--- src/hw/rtl/sms_pkg.sv ---
// Shared types and constants for the set statistics block.
// No dependencies; every other file takes its names from here.
`default_nettype none
package sms_pkg;

    // Field and accumulator widths
    localparam int unsigned SAMPLE_W = 24;
    localparam int unsigned COUNT_W  = 13;
    localparam int unsigned SUM_W    = 36;
    localparam int unsigned SQSUM_W  = 60;
    localparam int unsigned SQ_W     = 47;   // square of one sample
    localparam int unsigned WIDE_W   = 72;   // n*Q and S*S
    localparam int unsigned DIVR_W   = 24;   // divisor n*(n-1)
    localparam int unsigned ROOT_W   = 64;
    localparam int unsigned STEP_W   = 7;

    // Saturation point of the sample count
    localparam int unsigned MAX_COUNT = 4096;

    // Queue between front and back
    localparam int unsigned Q_DEPTH = 2;
    localparam int unsigned Q_PTR_W = $clog2(Q_DEPTH);
    localparam int unsigned Q_LVL_W = $clog2(Q_DEPTH + 1);

    // Iteration counts of the serial units
    localparam int unsigned MUL_STEPS  = 36;
    localparam int unsigned DIV_STEPS  = 72;
    localparam int unsigned SQRT_STEPS = 32;

    localparam logic [ROOT_W-1:0] SQRT_TOP = 64'h4000_0000_0000_0000;

    typedef logic signed [SAMPLE_W-1:0] t_sample;
    typedef logic [SAMPLE_W-1:0]        t_udev;
    typedef logic [COUNT_W-1:0]         t_count;
    typedef logic signed [SUM_W-1:0]    t_sum;
    typedef logic [SUM_W-1:0]           t_mag;
    typedef logic [SQSUM_W-1:0]         t_sqsum;
    typedef logic [SQ_W-1:0]            t_square;
    typedef logic [WIDE_W-1:0]          t_wide;
    typedef logic [DIVR_W-1:0]          t_divisor;
    typedef logic [ROOT_W-1:0]          t_root;
    typedef logic [STEP_W-1:0]          t_step;
    typedef logic [Q_PTR_W-1:0]         t_qptr;
    typedef logic [Q_LVL_W-1:0]         t_level;
    typedef logic [Q_LVL_W:0]           t_pend;

    // Totals of one closed set
    typedef struct packed {
        t_count  count;
        t_sum    sum;
        t_sqsum  sq_sum;
        t_sample maximum;
        t_sample minimum;
        logic    overflow;
    } t_set_sums;

    typedef struct packed {
        logic      valid;
        t_set_sums data;
    } t_push;

    typedef enum logic [3:0] {
        BK_IDLE,
        BK_MUL_NQ,
        BK_MUL_SS,
        BK_SUB,
        BK_DIV_VAR,
        BK_SQRT,
        BK_MEAN_SETUP,
        BK_DIV_MEAN,
        BK_FINISH
    } t_back_state;

endpackage
`default_nettype wire

--- src/hw/rtl/sms_in_if.sv ---
// Input channel: one sample item per transfer.
// Depends on sms_pkg.
`default_nettype none
interface sms_in_if;
    logic             valid;
    logic             ready;
    sms_pkg::t_sample sample;
    logic             has_value;
    logic             last;

    modport source (output valid, sample, has_value, last, input ready);
    modport sink   (input valid, sample, has_value, last, output ready);
endinterface
`default_nettype wire

--- src/hw/rtl/sms_out_if.sv ---
// Output channel: one statistics result per transfer.
// Depends on sms_pkg.
`default_nettype none
interface sms_out_if;
    logic             valid;
    logic             ready;
    sms_pkg::t_count  count;
    sms_pkg::t_sample mean;
    sms_pkg::t_udev   std_dev;
    sms_pkg::t_sample maximum;
    sms_pkg::t_sample minimum;
    logic             overflow;

    modport source (output valid, count, mean, std_dev, maximum, minimum, overflow,
                    input ready);
    modport sink   (input valid, count, mean, std_dev, maximum, minimum, overflow,
                    output ready);
endinterface
`default_nettype wire

--- src/hw/rtl/sms_front.sv ---
// Front end: takes sample items, keeps count, sum, max, min and sum of squares,
// and pushes the totals of each closed set into the queue. Depends on sms_pkg, sms_in_if.
`default_nettype none
module sms_front #(
    parameter int unsigned MAX_COUNT = sms_pkg::MAX_COUNT
) (
    input  logic            i_clk,
    input  logic            i_rst_n,
    sms_in_if.sink          i_in,
    input  sms_pkg::t_level i_q_level,
    output sms_pkg::t_push  o_push
);

    localparam sms_pkg::t_count MAX_C = sms_pkg::t_count'(MAX_COUNT);

    sms_pkg::t_count  r_count, n_count;
    sms_pkg::t_sum    r_sum, n_sum;
    sms_pkg::t_sample r_max, n_max;
    sms_pkg::t_sample r_min, n_min;
    logic             r_ovf, n_ovf;
    sms_pkg::t_sqsum  r_sq_sum;
    sms_pkg::t_square r_sq;
    logic             r_sq_add;
    logic             r_close;

    // snapshot of a closing set, waiting for its last square
    sms_pkg::t_count  r_cl_count;
    sms_pkg::t_sum    r_cl_sum;
    sms_pkg::t_sample r_cl_max;
    sms_pkg::t_sample r_cl_min;
    logic             r_cl_ovf;

    logic             acc;
    logic             take;
    logic             hit;
    sms_pkg::t_sample v;
    logic signed [2*sms_pkg::SAMPLE_W-1:0] sq_full;
    sms_pkg::t_sqsum  sq_tot;
    sms_pkg::t_pend   pend;

    assign v    = i_in.sample;
    assign acc  = i_in.valid & i_in.ready;
    assign take = i_in.has_value & (r_count < MAX_C);
    assign hit  = i_in.has_value & ~(r_count < MAX_C);

    // room for the push a pending close will make
    assign pend       = sms_pkg::t_pend'(i_q_level) + sms_pkg::t_pend'(r_close);
    assign i_in.ready = pend < sms_pkg::t_pend'(sms_pkg::Q_DEPTH);

    // next running totals
    always_comb begin
        n_count = r_count;
        n_sum   = r_sum;
        n_max   = r_max;
        n_min   = r_min;
        n_ovf   = r_ovf | hit;
        if (take) begin
            n_count = r_count + 1'b1;
            n_sum   = r_sum + sms_pkg::t_sum'(v);
            if (r_count == '0) begin
                n_max = v;
                n_min = v;
            end else begin
                if (v > r_max) n_max = v;
                if (v < r_min) n_min = v;
            end
        end
    end

    // square is registered, then folded into the sum in the next cycle
    assign sq_full = v * v;
    assign sq_tot  = r_sq_sum + (r_sq_add ? sms_pkg::t_sqsum'(r_sq) : '0);

    always_ff @(posedge i_clk) begin
        if (!i_rst_n) begin
            r_count  <= '0;
            r_sum    <= '0;
            r_max    <= '0;
            r_min    <= '0;
            r_ovf    <= 1'b0;
            r_sq_sum <= '0;
            r_sq_add <= 1'b0;
            r_close  <= 1'b0;
        end else begin
            r_sq_add <= acc & take;
            r_close  <= acc & i_in.last;
            if (acc) begin
                if (i_in.last) begin
                    r_count <= '0;
                    r_sum   <= '0;
                    r_max   <= '0;
                    r_min   <= '0;
                    r_ovf   <= 1'b0;
                end else begin
                    r_count <= n_count;
                    r_sum   <= n_sum;
                    r_max   <= n_max;
                    r_min   <= n_min;
                    r_ovf   <= n_ovf;
                end
            end
            r_sq_sum <= r_close ? '0 : sq_tot;
        end
    end

    // payload registers
    always_ff @(posedge i_clk) begin
        r_sq <= sq_full[sms_pkg::SQ_W-1:0];
        if (acc && i_in.last) begin
            r_cl_count <= n_count;
            r_cl_sum   <= n_sum;
            r_cl_max   <= n_max;
            r_cl_min   <= n_min;
            r_cl_ovf   <= n_ovf;
        end
    end

    always_comb begin
        o_push.valid         = r_close;
        o_push.data.count    = r_cl_count;
        o_push.data.sum      = r_cl_sum;
        o_push.data.sq_sum   = sq_tot;
        o_push.data.maximum  = r_cl_max;
        o_push.data.minimum  = r_cl_min;
        o_push.data.overflow = r_cl_ovf;
    end

endmodule
`default_nettype wire

--- src/hw/rtl/sms_queue.sv ---
// Short queue of closed-set totals between front and back end.
// Depends on sms_pkg.
`default_nettype none
module sms_queue (
    input  logic               i_clk,
    input  logic               i_rst_n,
    input  sms_pkg::t_push     i_push,
    input  logic               i_pop,
    output sms_pkg::t_set_sums o_head,
    output logic               o_head_valid,
    output sms_pkg::t_level    o_level
);

    localparam sms_pkg::t_qptr LAST_PTR = sms_pkg::t_qptr'(sms_pkg::Q_DEPTH - 1);

    sms_pkg::t_set_sums r_mem [sms_pkg::Q_DEPTH];
    sms_pkg::t_qptr     r_wr;
    sms_pkg::t_qptr     r_rd;
    sms_pkg::t_level    r_level;
    logic               pop_ok;

    assign pop_ok       = i_pop & (r_level != '0);
    assign o_head       = r_mem[r_rd];
    assign o_head_valid = r_level != '0;
    assign o_level      = r_level;

    // pointers and fill level
    always_ff @(posedge i_clk) begin
        if (!i_rst_n) begin
            r_wr    <= '0;
            r_rd    <= '0;
            r_level <= '0;
        end else begin
            if (i_push.valid) r_wr <= (r_wr == LAST_PTR) ? '0 : r_wr + 1'b1;
            if (pop_ok)       r_rd <= (r_rd == LAST_PTR) ? '0 : r_rd + 1'b1;
            case ({i_push.valid, pop_ok})
                2'b10:   r_level <= r_level + 1'b1;
                2'b01:   r_level <= r_level - 1'b1;
                default: r_level <= r_level;
            endcase
        end
    end

    // entry storage
    always_ff @(posedge i_clk) begin
        if (i_push.valid) r_mem[r_wr] <= i_push.data;
    end

endmodule
`default_nettype wire

--- src/hw/rtl/sms_back.sv ---
// Back end: turns the totals of one set into mean and standard deviation with
// a shift-add multiplier, a restoring divider and a bit-pair square root. Depends on sms_pkg.
`default_nettype none
module sms_back (
    input  logic               i_clk,
    input  logic               i_rst_n,
    input  sms_pkg::t_set_sums i_head,
    input  logic               i_head_valid,
    output logic               o_pop,
    sms_out_if.source          o_out
);

    localparam sms_pkg::t_step MUL_END  = sms_pkg::t_step'(sms_pkg::MUL_STEPS - 1);
    localparam sms_pkg::t_step DIV_END  = sms_pkg::t_step'(sms_pkg::DIV_STEPS - 1);
    localparam sms_pkg::t_step SQRT_END = sms_pkg::t_step'(sms_pkg::SQRT_STEPS - 1);
    localparam int unsigned    DW       = sms_pkg::DIVR_W;
    localparam int unsigned    WW       = sms_pkg::WIDE_W;
    localparam int unsigned    RW       = sms_pkg::ROOT_W;
    localparam int unsigned    SW       = sms_pkg::SAMPLE_W;

    sms_pkg::t_back_state r_state, n_state;
    sms_pkg::t_set_sums   r_set, n_set;
    sms_pkg::t_step       r_step, n_step;
    sms_pkg::t_wide       r_mul_acc, n_mul_acc;
    sms_pkg::t_wide       r_mul_a, n_mul_a;
    sms_pkg::t_mag        r_mul_b, n_mul_b;
    sms_pkg::t_wide       r_nq, n_nq;
    sms_pkg::t_divisor    r_div_rem, n_div_rem;
    sms_pkg::t_wide       r_div_quo, n_div_quo;
    sms_pkg::t_divisor    r_divisor, n_divisor;
    sms_pkg::t_root       r_sq_v, n_sq_v;
    sms_pkg::t_root       r_sq_res, n_sq_res;
    sms_pkg::t_root       r_sq_bit, n_sq_bit;
    sms_pkg::t_udev       r_sd, n_sd;
    sms_pkg::t_sample     r_mean, n_mean;
    logic                 r_out_valid, n_out_valid;
    logic                 load_out;

    sms_pkg::t_count  out_count;
    sms_pkg::t_sample out_mean;
    sms_pkg::t_udev   out_sd;
    sms_pkg::t_sample out_max;
    sms_pkg::t_sample out_min;
    logic             out_ovf;

    // serial step logic
    logic             sum_neg;
    sms_pkg::t_mag    abs_sum;
    sms_pkg::t_wide   mul_sum;
    sms_pkg::t_wide   mul_acc_step;
    logic [DW:0]      rem_sh;
    logic [DW:0]      rem_diff;
    logic             div_ge;
    sms_pkg::t_divisor div_rem_step;
    sms_pkg::t_wide   div_quo_step;
    sms_pkg::t_root   sq_trial;
    logic             sq_ge;
    sms_pkg::t_root   sq_v_step;
    sms_pkg::t_root   sq_res_step;
    logic [2*sms_pkg::COUNT_W-1:0] nn1;
    logic [SW-1:0]    q_lo;

    assign sum_neg = r_set.sum[sms_pkg::SUM_W-1];
    assign abs_sum = sum_neg ? sms_pkg::t_mag'(-r_set.sum) : sms_pkg::t_mag'(r_set.sum);

    // shift-add multiplier step
    assign mul_sum      = r_mul_acc + r_mul_a;
    assign mul_acc_step = r_mul_b[0] ? mul_sum : r_mul_acc;

    // restoring divider step, one quotient bit per cycle
    assign rem_sh       = {r_div_rem, r_div_quo[WW-1]};
    assign rem_diff     = rem_sh - {1'b0, r_divisor};
    assign div_ge       = rem_sh >= {1'b0, r_divisor};
    assign div_rem_step = div_ge ? rem_diff[DW-1:0] : rem_sh[DW-1:0];
    assign div_quo_step = {r_div_quo[WW-2:0], div_ge};

    // square root step, one result bit per cycle
    assign sq_trial    = r_sq_res + r_sq_bit;
    assign sq_ge       = r_sq_v >= sq_trial;
    assign sq_v_step   = sq_ge ? r_sq_v - sq_trial : r_sq_v;
    assign sq_res_step = sq_ge ? (r_sq_res >> 1) + r_sq_bit : r_sq_res >> 1;

    assign nn1  = r_set.count * (r_set.count - 1'b1);
    assign q_lo = div_quo_step[SW-1:0];

    // sequencer: next state, datapath and handshake
    always_comb begin
        n_state     = r_state;
        n_set       = r_set;
        n_step      = r_step;
        n_mul_acc   = r_mul_acc;
        n_mul_a     = r_mul_a;
        n_mul_b     = r_mul_b;
        n_nq        = r_nq;
        n_div_rem   = r_div_rem;
        n_div_quo   = r_div_quo;
        n_divisor   = r_divisor;
        n_sq_v      = r_sq_v;
        n_sq_res    = r_sq_res;
        n_sq_bit    = r_sq_bit;
        n_sd        = r_sd;
        n_mean      = r_mean;
        o_pop       = 1'b0;
        load_out    = 1'b0;
        n_out_valid = r_out_valid & ~o_out.ready;

        unique case (r_state)
            sms_pkg::BK_IDLE: begin
                o_pop = i_head_valid;
                if (i_head_valid) begin
                    n_set     = i_head;
                    n_mul_acc = '0;
                    n_mul_a   = sms_pkg::t_wide'(i_head.sq_sum);
                    n_mul_b   = sms_pkg::t_mag'(i_head.count);
                    n_step    = '0;
                    n_sd      = '0;
                    n_mean    = '0;
                    if (i_head.count == '0) begin
                        n_state = sms_pkg::BK_FINISH;
                    end else if (i_head.count == sms_pkg::t_count'(1)) begin
                        n_state = sms_pkg::BK_MEAN_SETUP;
                    end else begin
                        n_state = sms_pkg::BK_MUL_NQ;
                    end
                end
            end
            sms_pkg::BK_MUL_NQ: begin
                n_mul_acc = mul_acc_step;
                n_mul_a   = r_mul_a << 1;
                n_mul_b   = r_mul_b >> 1;
                n_step    = r_step + 1'b1;
                if (r_step == MUL_END) begin
                    n_nq      = mul_acc_step;
                    n_mul_acc = '0;
                    n_mul_a   = sms_pkg::t_wide'(abs_sum);
                    n_mul_b   = abs_sum;
                    n_step    = '0;
                    n_state   = sms_pkg::BK_MUL_SS;
                end
            end
            sms_pkg::BK_MUL_SS: begin
                n_mul_acc = mul_acc_step;
                n_mul_a   = r_mul_a << 1;
                n_mul_b   = r_mul_b >> 1;
                n_step    = r_step + 1'b1;
                if (r_step == MUL_END) begin
                    n_step  = '0;
                    n_state = sms_pkg::BK_SUB;
                end
            end
            sms_pkg::BK_SUB: begin
                // numerator n*Q - S*S, clamped at zero
                n_div_quo = (r_nq >= r_mul_acc) ? r_nq - r_mul_acc : '0;
                n_div_rem = '0;
                n_divisor = nn1[DW-1:0];
                n_step    = '0;
                n_state   = sms_pkg::BK_DIV_VAR;
            end
            sms_pkg::BK_DIV_VAR: begin
                n_div_rem = div_rem_step;
                n_div_quo = div_quo_step;
                n_step    = r_step + 1'b1;
                if (r_step == DIV_END) begin
                    n_sq_v   = (|div_quo_step[WW-1:RW]) ? '1 : div_quo_step[RW-1:0];
                    n_sq_res = '0;
                    n_sq_bit = sms_pkg::SQRT_TOP;
                    n_step   = '0;
                    n_state  = sms_pkg::BK_SQRT;
                end
            end
            sms_pkg::BK_SQRT: begin
                n_sq_v   = sq_v_step;
                n_sq_res = sq_res_step;
                n_sq_bit = r_sq_bit >> 2;
                n_step   = r_step + 1'b1;
                if (r_step == SQRT_END) begin
                    n_sd    = (|sq_res_step[RW-1:SW]) ? '1 : sq_res_step[SW-1:0];
                    n_step  = '0;
                    n_state = sms_pkg::BK_MEAN_SETUP;
                end
            end
            sms_pkg::BK_MEAN_SETUP: begin
                n_div_quo = sms_pkg::t_wide'(abs_sum);
                n_div_rem = '0;
                n_divisor = sms_pkg::t_divisor'(r_set.count);
                n_step    = '0;
                n_state   = sms_pkg::BK_DIV_MEAN;
            end
            sms_pkg::BK_DIV_MEAN: begin
                n_div_rem = div_rem_step;
                n_div_quo = div_quo_step;
                n_step    = r_step + 1'b1;
                if (r_step == DIV_END) begin
                    // truncation toward zero: divide magnitude, restore sign
                    n_mean  = sms_pkg::t_sample'(sum_neg ? (~q_lo + 1'b1) : q_lo);
                    n_step  = '0;
                    n_state = sms_pkg::BK_FINISH;
                end
            end
            sms_pkg::BK_FINISH: begin
                if (!r_out_valid || o_out.ready) begin
                    load_out    = 1'b1;
                    n_out_valid = 1'b1;
                    n_state     = sms_pkg::BK_IDLE;
                end
            end
            default: n_state = sms_pkg::BK_IDLE;
        endcase
    end

    // state register
    always_ff @(posedge i_clk) begin
        if (!i_rst_n) begin
            r_state     <= sms_pkg::BK_IDLE;
            r_out_valid <= 1'b0;
        end else begin
            r_state     <= n_state;
            r_out_valid <= n_out_valid;
        end
    end

    // datapath and output registers
    always_ff @(posedge i_clk) begin
        r_set     <= n_set;
        r_step    <= n_step;
        r_mul_acc <= n_mul_acc;
        r_mul_a   <= n_mul_a;
        r_mul_b   <= n_mul_b;
        r_nq      <= n_nq;
        r_div_rem <= n_div_rem;
        r_div_quo <= n_div_quo;
        r_divisor <= n_divisor;
        r_sq_v    <= n_sq_v;
        r_sq_res  <= n_sq_res;
        r_sq_bit  <= n_sq_bit;
        r_sd      <= n_sd;
        r_mean    <= n_mean;
        if (load_out) begin
            out_count <= r_set.count;
            out_mean  <= r_mean;
            out_sd    <= r_sd;
            out_max   <= r_set.maximum;
            out_min   <= r_set.minimum;
            out_ovf   <= r_set.overflow;
        end
    end

    assign o_out.valid    = r_out_valid;
    assign o_out.count    = out_count;
    assign o_out.mean     = out_mean;
    assign o_out.std_dev  = out_sd;
    assign o_out.maximum  = out_max;
    assign o_out.minimum  = out_min;
    assign o_out.overflow = out_ovf;

endmodule
`default_nettype wire

--- src/hw/rtl/set_mean_stddev_min_max.sv ---
// Top level of the set statistics block: front end, queue and back end.
// Depends on sms_pkg, sms_in_if, sms_out_if, sms_front, sms_queue, sms_back.
//
//   port   | dir | payload                                          | role
//   -------+-----+--------------------------------------------------+-----------------
//   i_in   | in  | sample, has_value, last                          | one item/transfer
//   o_out  | out | count, mean, std_dev, maximum, minimum, overflow | one result per set
//
// The front end takes one item every cycle while its ready is high; its running totals are registered per item.
// A closed set is handed to a two-entry queue; the front end stalls only when that
// queue would overflow. The back end takes one set at a time; for two or more samples it runs
// 36+36 multiplier steps, 72 divider steps, 32 root steps and 72 mean divider steps, for
// one sample only the mean divider steps, and an empty set goes straight to the result.
// Reset is synchronous, active low, and clears all totals and the queue.
`default_nettype none
module set_mean_stddev_min_max #(
    parameter int unsigned MAX_COUNT = sms_pkg::MAX_COUNT
) (
    input  logic      i_clk,
    input  logic      i_rst_n,
    sms_in_if.sink    i_in,
    sms_out_if.source o_out
);

    sms_pkg::t_push     push;
    sms_pkg::t_set_sums head;
    logic               head_valid;
    logic               pop;
    sms_pkg::t_level    q_level;

    sms_front #(
        .MAX_COUNT (MAX_COUNT)
    ) u_front (
        .i_clk     (i_clk),
        .i_rst_n   (i_rst_n),
        .i_in      (i_in),
        .i_q_level (q_level),
        .o_push    (push)
    );

    sms_queue u_queue (
        .i_clk        (i_clk),
        .i_rst_n      (i_rst_n),
        .i_push       (push),
        .i_pop        (pop),
        .o_head       (head),
        .o_head_valid (head_valid),
        .o_level      (q_level)
    );

    sms_back u_back (
        .i_clk        (i_clk),
        .i_rst_n      (i_rst_n),
        .i_head       (head),
        .i_head_valid (head_valid),
        .o_pop        (pop),
        .o_out        (o_out)
    );

    // a closed set never lands on a full queue
    a_no_push_full: assert property (@(posedge i_clk) disable iff (!i_rst_n)
        push.valid |-> (q_level < sms_pkg::t_level'(sms_pkg::Q_DEPTH)))
        else $error("push into full queue");

    // fewer than two samples give zero deviation
    a_sd_small_set: assert property (@(posedge i_clk) disable iff (!i_rst_n)
        (o_out.valid && (o_out.count < sms_pkg::t_count'(2))) |-> (o_out.std_dev == '0))
        else $error("nonzero deviation for small set");

    // an empty set reports all zero
    a_empty_set: assert property (@(posedge i_clk) disable iff (!i_rst_n)
        (o_out.valid && (o_out.count == '0)) |->
        ((o_out.mean == '0) && (o_out.maximum == '0) && (o_out.minimum == '0)
         && !o_out.overflow))
        else $error("empty set with nonzero fields");

    // overflow only with a saturated count
    a_ovf_count: assert property (@(posedge i_clk) disable iff (!i_rst_n)
        (o_out.valid && o_out.overflow) |->
        (o_out.count == sms_pkg::t_count'(MAX_COUNT)))
        else $error("overflow without saturated count");

endmodule
`default_nettype wire

--- src/flat_wrapper.sv ---
// flat-port wrapper written by rule: the top's interface ports become plain ports
module set_mean_stddev_min_max_flat 
#(
    parameter int unsigned MAX_COUNT = sms_pkg::MAX_COUNT
)
  (i_clk, i_rst_n, i_in_valid, i_in_sample, i_in_has_value, i_in_last, i_in_ready, o_out_valid, o_out_count, o_out_mean, o_out_std_dev, o_out_maximum, o_out_minimum, o_out_overflow, o_out_ready);
  sms_in_if i_in_i ();
  sms_out_if o_out_i ();
  input  logic i_clk;
  input  logic i_rst_n;
  input wire logic [$bits(i_in_i.valid)-1:0] i_in_valid;
  input wire logic [$bits(i_in_i.sample)-1:0] i_in_sample;
  input wire logic [$bits(i_in_i.has_value)-1:0] i_in_has_value;
  input wire logic [$bits(i_in_i.last)-1:0] i_in_last;
  output wire logic [$bits(i_in_i.ready)-1:0] i_in_ready;
  output wire logic [$bits(o_out_i.valid)-1:0] o_out_valid;
  output wire logic [$bits(o_out_i.count)-1:0] o_out_count;
  output wire logic [$bits(o_out_i.mean)-1:0] o_out_mean;
  output wire logic [$bits(o_out_i.std_dev)-1:0] o_out_std_dev;
  output wire logic [$bits(o_out_i.maximum)-1:0] o_out_maximum;
  output wire logic [$bits(o_out_i.minimum)-1:0] o_out_minimum;
  output wire logic [$bits(o_out_i.overflow)-1:0] o_out_overflow;
  input wire logic [$bits(o_out_i.ready)-1:0] o_out_ready;
  assign i_in_i.valid = i_in_valid;
  assign i_in_i.sample = i_in_sample;
  assign i_in_i.has_value = i_in_has_value;
  assign i_in_i.last = i_in_last;
  assign i_in_ready = i_in_i.ready;
  assign o_out_valid = o_out_i.valid;
  assign o_out_count = o_out_i.count;
  assign o_out_mean = o_out_i.mean;
  assign o_out_std_dev = o_out_i.std_dev;
  assign o_out_maximum = o_out_i.maximum;
  assign o_out_minimum = o_out_i.minimum;
  assign o_out_overflow = o_out_i.overflow;
  assign o_out_i.ready = o_out_ready;
  set_mean_stddev_min_max #(.MAX_COUNT(MAX_COUNT)) u_core (.i_clk(i_clk), .i_rst_n(i_rst_n), .i_in(i_in_i), .o_out(o_out_i));
endmodule
--- config.mk ---
export PLATFORM = sky130hd
export DESIGN_NAME = set_mean_stddev_min_max_flat
export DESIGN_NICKNAME = d
export VERILOG_FILES = /design/src/hw/rtl/sms_pkg.sv /design/src/hw/rtl/sms_in_if.sv /design/src/hw/rtl/sms_out_if.sv /design/src/hw/rtl/sms_front.sv /design/src/hw/rtl/sms_queue.sv /design/src/hw/rtl/sms_back.sv /design/src/hw/rtl/set_mean_stddev_min_max.sv /design/src/flat_wrapper.sv
export SDC_FILE = /design/constraint.sdc
export NUM_CORES = 2
export LEC_CHECK = 0
export BUFFER_PORTS_ARGS = -buffer_cell sky130_fd_sc_hd__buf_2
export CORE_ASPECT_RATIO = 1.25
export CORE_MARGIN = 2
export CORE_UTILIZATION = 65
export DETAILED_ROUTE_END_ITERATION = 7
export PLACE_DENSITY = 0.82
export REMOVE_ABC_BUFFERS = 1
export SYNTH_ARGS = -nofsm -noshare
export SYNTH_HDL_FRONTEND = slang
export SYNTH_SLANG_ARGS = --single-unit
--- constraint.sdc ---
create_clock -name i_clk -period 38.7 [get_ports i_clk]
set_clock_uncertainty 0.1 [all_clocks]
set_input_delay 7.74 -clock i_clk [delete_from_list [all_inputs] [get_ports i_clk]]
set_output_delay 7.74 -clock i_clk [all_outputs]
set_load 0.01 [all_outputs]
Word level (Yosys, flattened, before mapping) --
Memories as Yosys holds them, arrays and structs flattened. A register that Yosys moved wholly into a read port is not among the register bits. Cells that the tools add are included.
Storage, ports and cells: register bits 1141, bits in latches 0, RAM bits 316, memory bits (read-only) 0, output and inout bits 112, logic and storage cells 209, memories kept 1
Operators by class: add/subtract/negate cells 18, multiply operators 2, divide/modulo/power cells 0, order comparisons 7, eq/ne operators 22, shift-type cells 0, mux-type cells 73, bitwise operators 12, reductions and logical operators 31
Memory list:
- u_core.u_queue.r_mem | words 2, bits a word 158, read ports 1, clocked after memory_dff 1, write ports 1, RTL line sms_queue.sv:16 | sms_pkg::t_set_sums r_mem [sms_pkg::Q_DEPTH];
Operators by type and width (number):
- case mux 72 bit (3 select lines) | 3
- two-way mux 72 bit | 6
- two-way mux 64 bit | 6
- case mux 64 bit (2 select lines) | 3
- two-way mux 24 bit | 14
- case mux 24 bit (2 select lines) | 4
- two-way mux 36 bit | 5
- case mux 36 bit (3 select lines) | 1
- adder 72 bit | 1
- greater-or-equal comparator 72 bit | 1
- subtractor 72 bit | 1
- adder 63 x 64 -> 64 bit | 1
- adder 64 bit | 1
- greater-or-equal comparator 64 bit | 1
- subtractor 64 bit | 1
- adder 60 x 47 -> 60 bit | 1
- multiplier 24 x 24 -> 47 bit | 1
- two-way mux 47 bit | 1
- OR reduction 40 bit | 1
- adder 36 x 24 -> 36 bit | 1
- negator 36 bit | 1
- case mux 4 bit (9 select lines) | 1
- case mux 7 bit (5 select lines) | 1
- two-way mux 4 bit | 8
- other kinds (48) | 100

Longest topological paths before layout --
depth in word-level cells 7, mapped depth 32

By module --
A second synthesis with hierarchy kept.
Second synthesis, totals: cell total of the unflattened synthesis 9756, area, all modules 102691.0 µm²
By module, submodules not included:
- sms_back | instances 1, cells an instance 5392, area each 54931.4 µm², sequential area each 23973.0 µm²
- sms_front | instances 1, cells an instance 3850, area each 35720.5 µm², sequential area each 7066.8 µm²
- sms_queue | instances 1, cells an instance 514, area each 12039.0 µm², sequential area each 9589.2 µm²

Worst setup path before layout --
Ideal clock, no wire load.
kind input -> register, start input port i_in_sample[2], end register u_core.u_front.r_sq[38], arrival 14770 ps, required time 38542 ps, path slack 23772 ps, stages 30, buffers on the path 3, cell sequence clkbuf_1 clkbuf_1 nand2_1 fa_1 fa_1 fa_1 inv_1 fa_1 inv_1 fa_1 inv_1 fa_1 inv_1 fa_1 inv_1 ha_1 clkbuf_1 nand4_1 nor3_1 o21ai_0 o21ai_0 a211o_1 a31oi_1 o21a_1 or2_2 o21ai_0 a41o_1 a21oi_1 o21ai_0 o21a_1
On the way: longest elaborated chain between the ends 1
RTL lines:
- from (decl) | RTL line flat_wrapper.sv:12 | input wire logic [$bits(i_in_i.sample)-1:0] i_in_sample;
- multiplier 24 x 24 -> 47 bit | RTL line sms_front.sv:71 | assign sq_full = v * v;
- via u_core.u_front.sq_full (one bit) | RTL line sms_front.sv:37 | logic signed [2*sms_pkg::SAMPLE_W-1:0] sq_full;
- to (signal assigned) | RTL line sms_front.sv:108 | r_sq <= sq_full[sms_pkg::SQ_W-1:0];
- to (decl) | RTL line sms_front.sv:22 | sms_pkg::t_square r_sq;
The timed path passes the listed nets, and every way through them passes these cells. A chain may end at the register's enable or synchronous reset.

Final worst setup path --
start input port i_in_sample[6], end register u_core.u_front.r_sq[45]
The elaborated chain is that of the path after synthesis.

==> summary.txt <==
STATUS
--------------------------------------------------------------------------------------
Run status                                                                finished, final reports clean

MIN PATH
--------------------------------------------------------------------------------------
Worst min-delay path category                                             register to register

CTS
--------------------------------------------------------------------------------------
Root buf cell                                                                clkbuf_16
Number of gates resized after CTS                                                    0
Number of buffers added to fix hold violations after cts                             0
Insertion delay to the later sink of the worst-skew pair                        820 ps
Number of clock buffers inserted by TritonCTS                                      145
Clock Path Buffers                                                                   3
TritonCTS clock tree                                                               yes
CTS sink cnt                                                                      1425
Post-CTS setup buffer count                                                          0
Clock transition at path regs                                                    70 ps
Number of H-tree levels                                                              4

STA
--------------------------------------------------------------------------------------
Aggregate negative setup slack                                                    0 ps
Setup repair after global routing missed its margin                              false
Period minus WS final                                                         15320 ps
Setup slack after layout                                                      23380 ps
Worst max-slew margin expressed relative to the limit                            13.1%
Final number of max-transition violations                                            0
Transition time of the tightest slew-check pin                                 1300 ps
Setup-failing EPs final                                                              0
Share of the cycle needed by the critical path after routing                     39.6%
Highest attainable clock frequency                                            65.3 MHz
Final-report hold violation count                                                    0

YOSYS
--------------------------------------------------------------------------------------
Total of warnings raised by yosys                                                    0
#FFs+latches synth                                                                1425
Async set or reset register ratio after synthesis                                   0%
Distinct cell type count after synthesis                                            87
Area fraction in compound gates after synthesis                                  13.3%
Average footprint of a synthesized cell                                     10.6 sq um
Commonest register cell after synthesis                                       edfxtp_1
Sequential area share after synthesis                                            40.3%
Netlist area before placement                                             101000 sq um
Area fraction in and, or, nand and nor cells after synthesis                     12.1%
Count of flip-flops with a built-in enable after synthesis                        1209
Mux contribution to synthesized area                                             2.10%
Number of instances in the synthesized netlist                                    9516
Largest family of logic cells by synthesized area                          adder cells
XOR/XNOR share of the synthesized area                                           4.86%
Adder-cell share of the synthesized area                                         21.8%

RUN
--------------------------------------------------------------------------------------
Max-cap violation count                                                              0

FLOORPLANNING
--------------------------------------------------------------------------------------
Width of the chip                                                               356 um
I/O pins                                                                           142
Placeable core region                                                     154000 sq um
Initial cell density of the core                                                 65.4%
Die area                                                                  158000 sq um
Vertical die dimension                                                          444 um
Placement Rows                                                                     161

DRT
--------------------------------------------------------------------------------------
Violation count after the first detailed-routing iteration                        5661
Total vias in the final route                                                    71900
Antenna viol nets, final                                                             0
Via-per-instance ratio                                                            6.17
Routed wire per std cell                                                       21.8 um
DRC violation count after routing                                                    0
Total detailed-routing wirelength                                            255000 um
Number of detailed-routing iterations run before antenna repair                      6

CRITICAL PATH
--------------------------------------------------------------------------------------
Worst setup path class                                                    input pin to register
Worst EP arrival                                                              15970 ps
CP Launch Type                                                               input pin
Critical path fanouts, max                                                          32
Highest-delay cell along the critical path                                       buf_2
Crit end category                                                             register
Worst endpoint required time                                                  39340 ps
Maximum cell stage delay along the critical path                                720 ps
Register-to-register setup slack                                              29270 ps

FINISH
--------------------------------------------------------------------------------------
NumNets Final                                                                    10900
Sequential Area                                                            40600 sq um
Area Growth Syn to Fin                                                           7.67%
Layout cell share with drive strength beyond 1                                   7.29%
Multi-input logic area                                                     54800 sq um
Fill count                                                                       10900
Fraction of the core area covered by cells at the end of the flow                70.5%

GLOBAL ROUTE
--------------------------------------------------------------------------------------
Total GRT Usage                                                                  32.2%
Largest net degree at the start of global routing                                  160
Overflow after GRT                                                                   0
Vias in the first global route                                                   73900
Number of antenna violations at the first check in global routing                    4
Global-route wire length before repair                                       399000 um

PLACE
--------------------------------------------------------------------------------------
Weighted congestion reported at the end of routability-driven placement          0.958
Detailed Place HPWL                                                          188000 um
Buffers on Ports                                                                   141
Placement-stage worst setup slack                                             22780 ps

==> registers in the layout, indices dropped and copies added, names as in the netlist, 46 cells and up, named ones only <==
signal                   count
u_core.u_back.r_mul_acc     72
u_core.u_back.r_div_quo     72
u_core.u_back.r_sq_v        64
u_core.u_queue.r_mem       316
u_core.u_front.r_sq         46
u_core.u_back.r_nq          72
u_core.u_back.r_sq_res      64
u_core.u_back.r_mul_a       72
u_core.u_front.r_sq_sum     60
u_core.u_back.r_set         98
==> cells in the mapped netlist, drive strengths merged (13+ instances only) <==
library cell  instances  share of area [%]
a211o                13               0.11
a211oi               52               0.39
a21boi               21               0.16
a21o                264                2.0
a21oi               523                2.6
a221o                90               0.89
a22o                 84               0.73
a22oi                41               0.31
a31o                 31               0.27
a31oi               109               0.68
a41oi                14               0.12
and2                260                1.6
and3                148               0.92
buf                  36               0.14
clkbuf              363                1.4
dfxtp               216                4.3
edfxtp             1209                 36
fa                  681                 14
ha                  668                8.3
inv                1083                4.0
mux2                142                1.6
mux2i                52               0.52
nand2               736                2.7
nand2b              136               0.84
nand3               128               0.64
nand4                92               0.57
nor2                540                2.0
nor2b               189                1.2
nor3                 82               0.41
nor4                 37               0.23
o211ai               28               0.21
o21a                 58               0.43
o21ai               414                2.1
o21bai               74               0.55
o31a                 18               0.16
o31ai                51               0.40
o41ai                19               0.17
or2                  19               0.12
or3                  48               0.30
or4                  18               0.15
xnor2               284                2.5
xor2                275                2.4
==> worst paths after layout <==
path | to | cells after the start | start
setup / recovery | u_core.u_front.r_sq[45] | 30 | i_in_sample[6]
hold / removal | u_core.u_back.o_out.maximum[16] | 0 | u_core.u_back.r_set[41]
setup reg to reg | u_core.u_back.r_sd[22] | 29 | u_core.u_back.r_sq_res[2]
hold reg to reg | u_core.u_back.o_out.maximum[16] | 0 | u_core.u_back.r_set[41]
==> cell type report <==
cell class | instances | area share, %
multi-input cells | 6607 | 50.4
flip-flops and latches | 1425 | 37.4
inverters | 1085 | 3.76
clock buffers | 172 | 3.53
well taps | 2037 | 2.35
repair buffers | 228 | 1.27
clock inverters | 99 | 1.23
diodes | 2 | 0.00461
==> stage by stage <==
stage | cells | instance area (sq um) | hold WS, ps
after floorplan | 9117 | 99300 | 300
after global placement | 11400 | 103000 | 301
after detailed placement | 11400 | 103000 | 305
after CTS | 11700 | 109000 | 312
after global routing | 11700 | 109000 | 314
final | 11700 | 109000 | 313
==> worst max-delay path: cells and delay by family <==
kind	cells	cell delay, ps
fa+ha+maj	8	3880
buf+inv	8	1070
xor+xnor	1	140
simple gates	6	1030
compound gates	7	2090
==> kinds of logic (layout without fill, tap and decap cells) <==
logic type	Yosys count	after routing
fa+ha+maj	1349	1349
compound gates	2022	2022
xor+xnor	559	559
flops	1425	1425
simple gates	2483	2483
buf+inv	1484	1584
mux	194	194
other cells	0	2
==> routing by layer <==
metal / GRT usage (%) / routed length [um] / vias to the layer above / part of all wire [%]
met5: 0 / 10 / - / 0.0039
met4: 19.2 / 17000 / 2 / 6.7
met3: 4.02 / 13800 / 778 / 5.4
met2: 56.0 / 128000 / 2739 / 50
met1: 38.2 / 96200 / 35200 / 38
li1: - / - / 33200 / -
==> cells in the final DEF (no fill, tap or decap), types with 48 or more instances in the layout <==
master,n
mux2i_1,52
mux2_2,142
a31oi_1,109
a221o_1,90
buf_2,140
o21bai_1,74
a211oi_1,52
nor3_1,79
a21o_1,264
clkbuf_16,147
or3_1,48
nand3_1,126
a21oi_1,521
nand4_1,92
dfxtp_1,215
o21ai_0,405
and2_1,258
nand2_1,736
inv_1,1079
o31ai_1,48
xor2_1,275
and3_1,148
ha_1,668
o21a_1,58
nor2b_1,185
buf_4,87
nand2b_1,135
a22o_1,84
xnor2_1,284
edfxtp_1,1209
nor2_1,535
fa_1,681
Power is not shown: default switching activity piles up to over one toggle a cycle in this logic, so the estimate is an artifact.
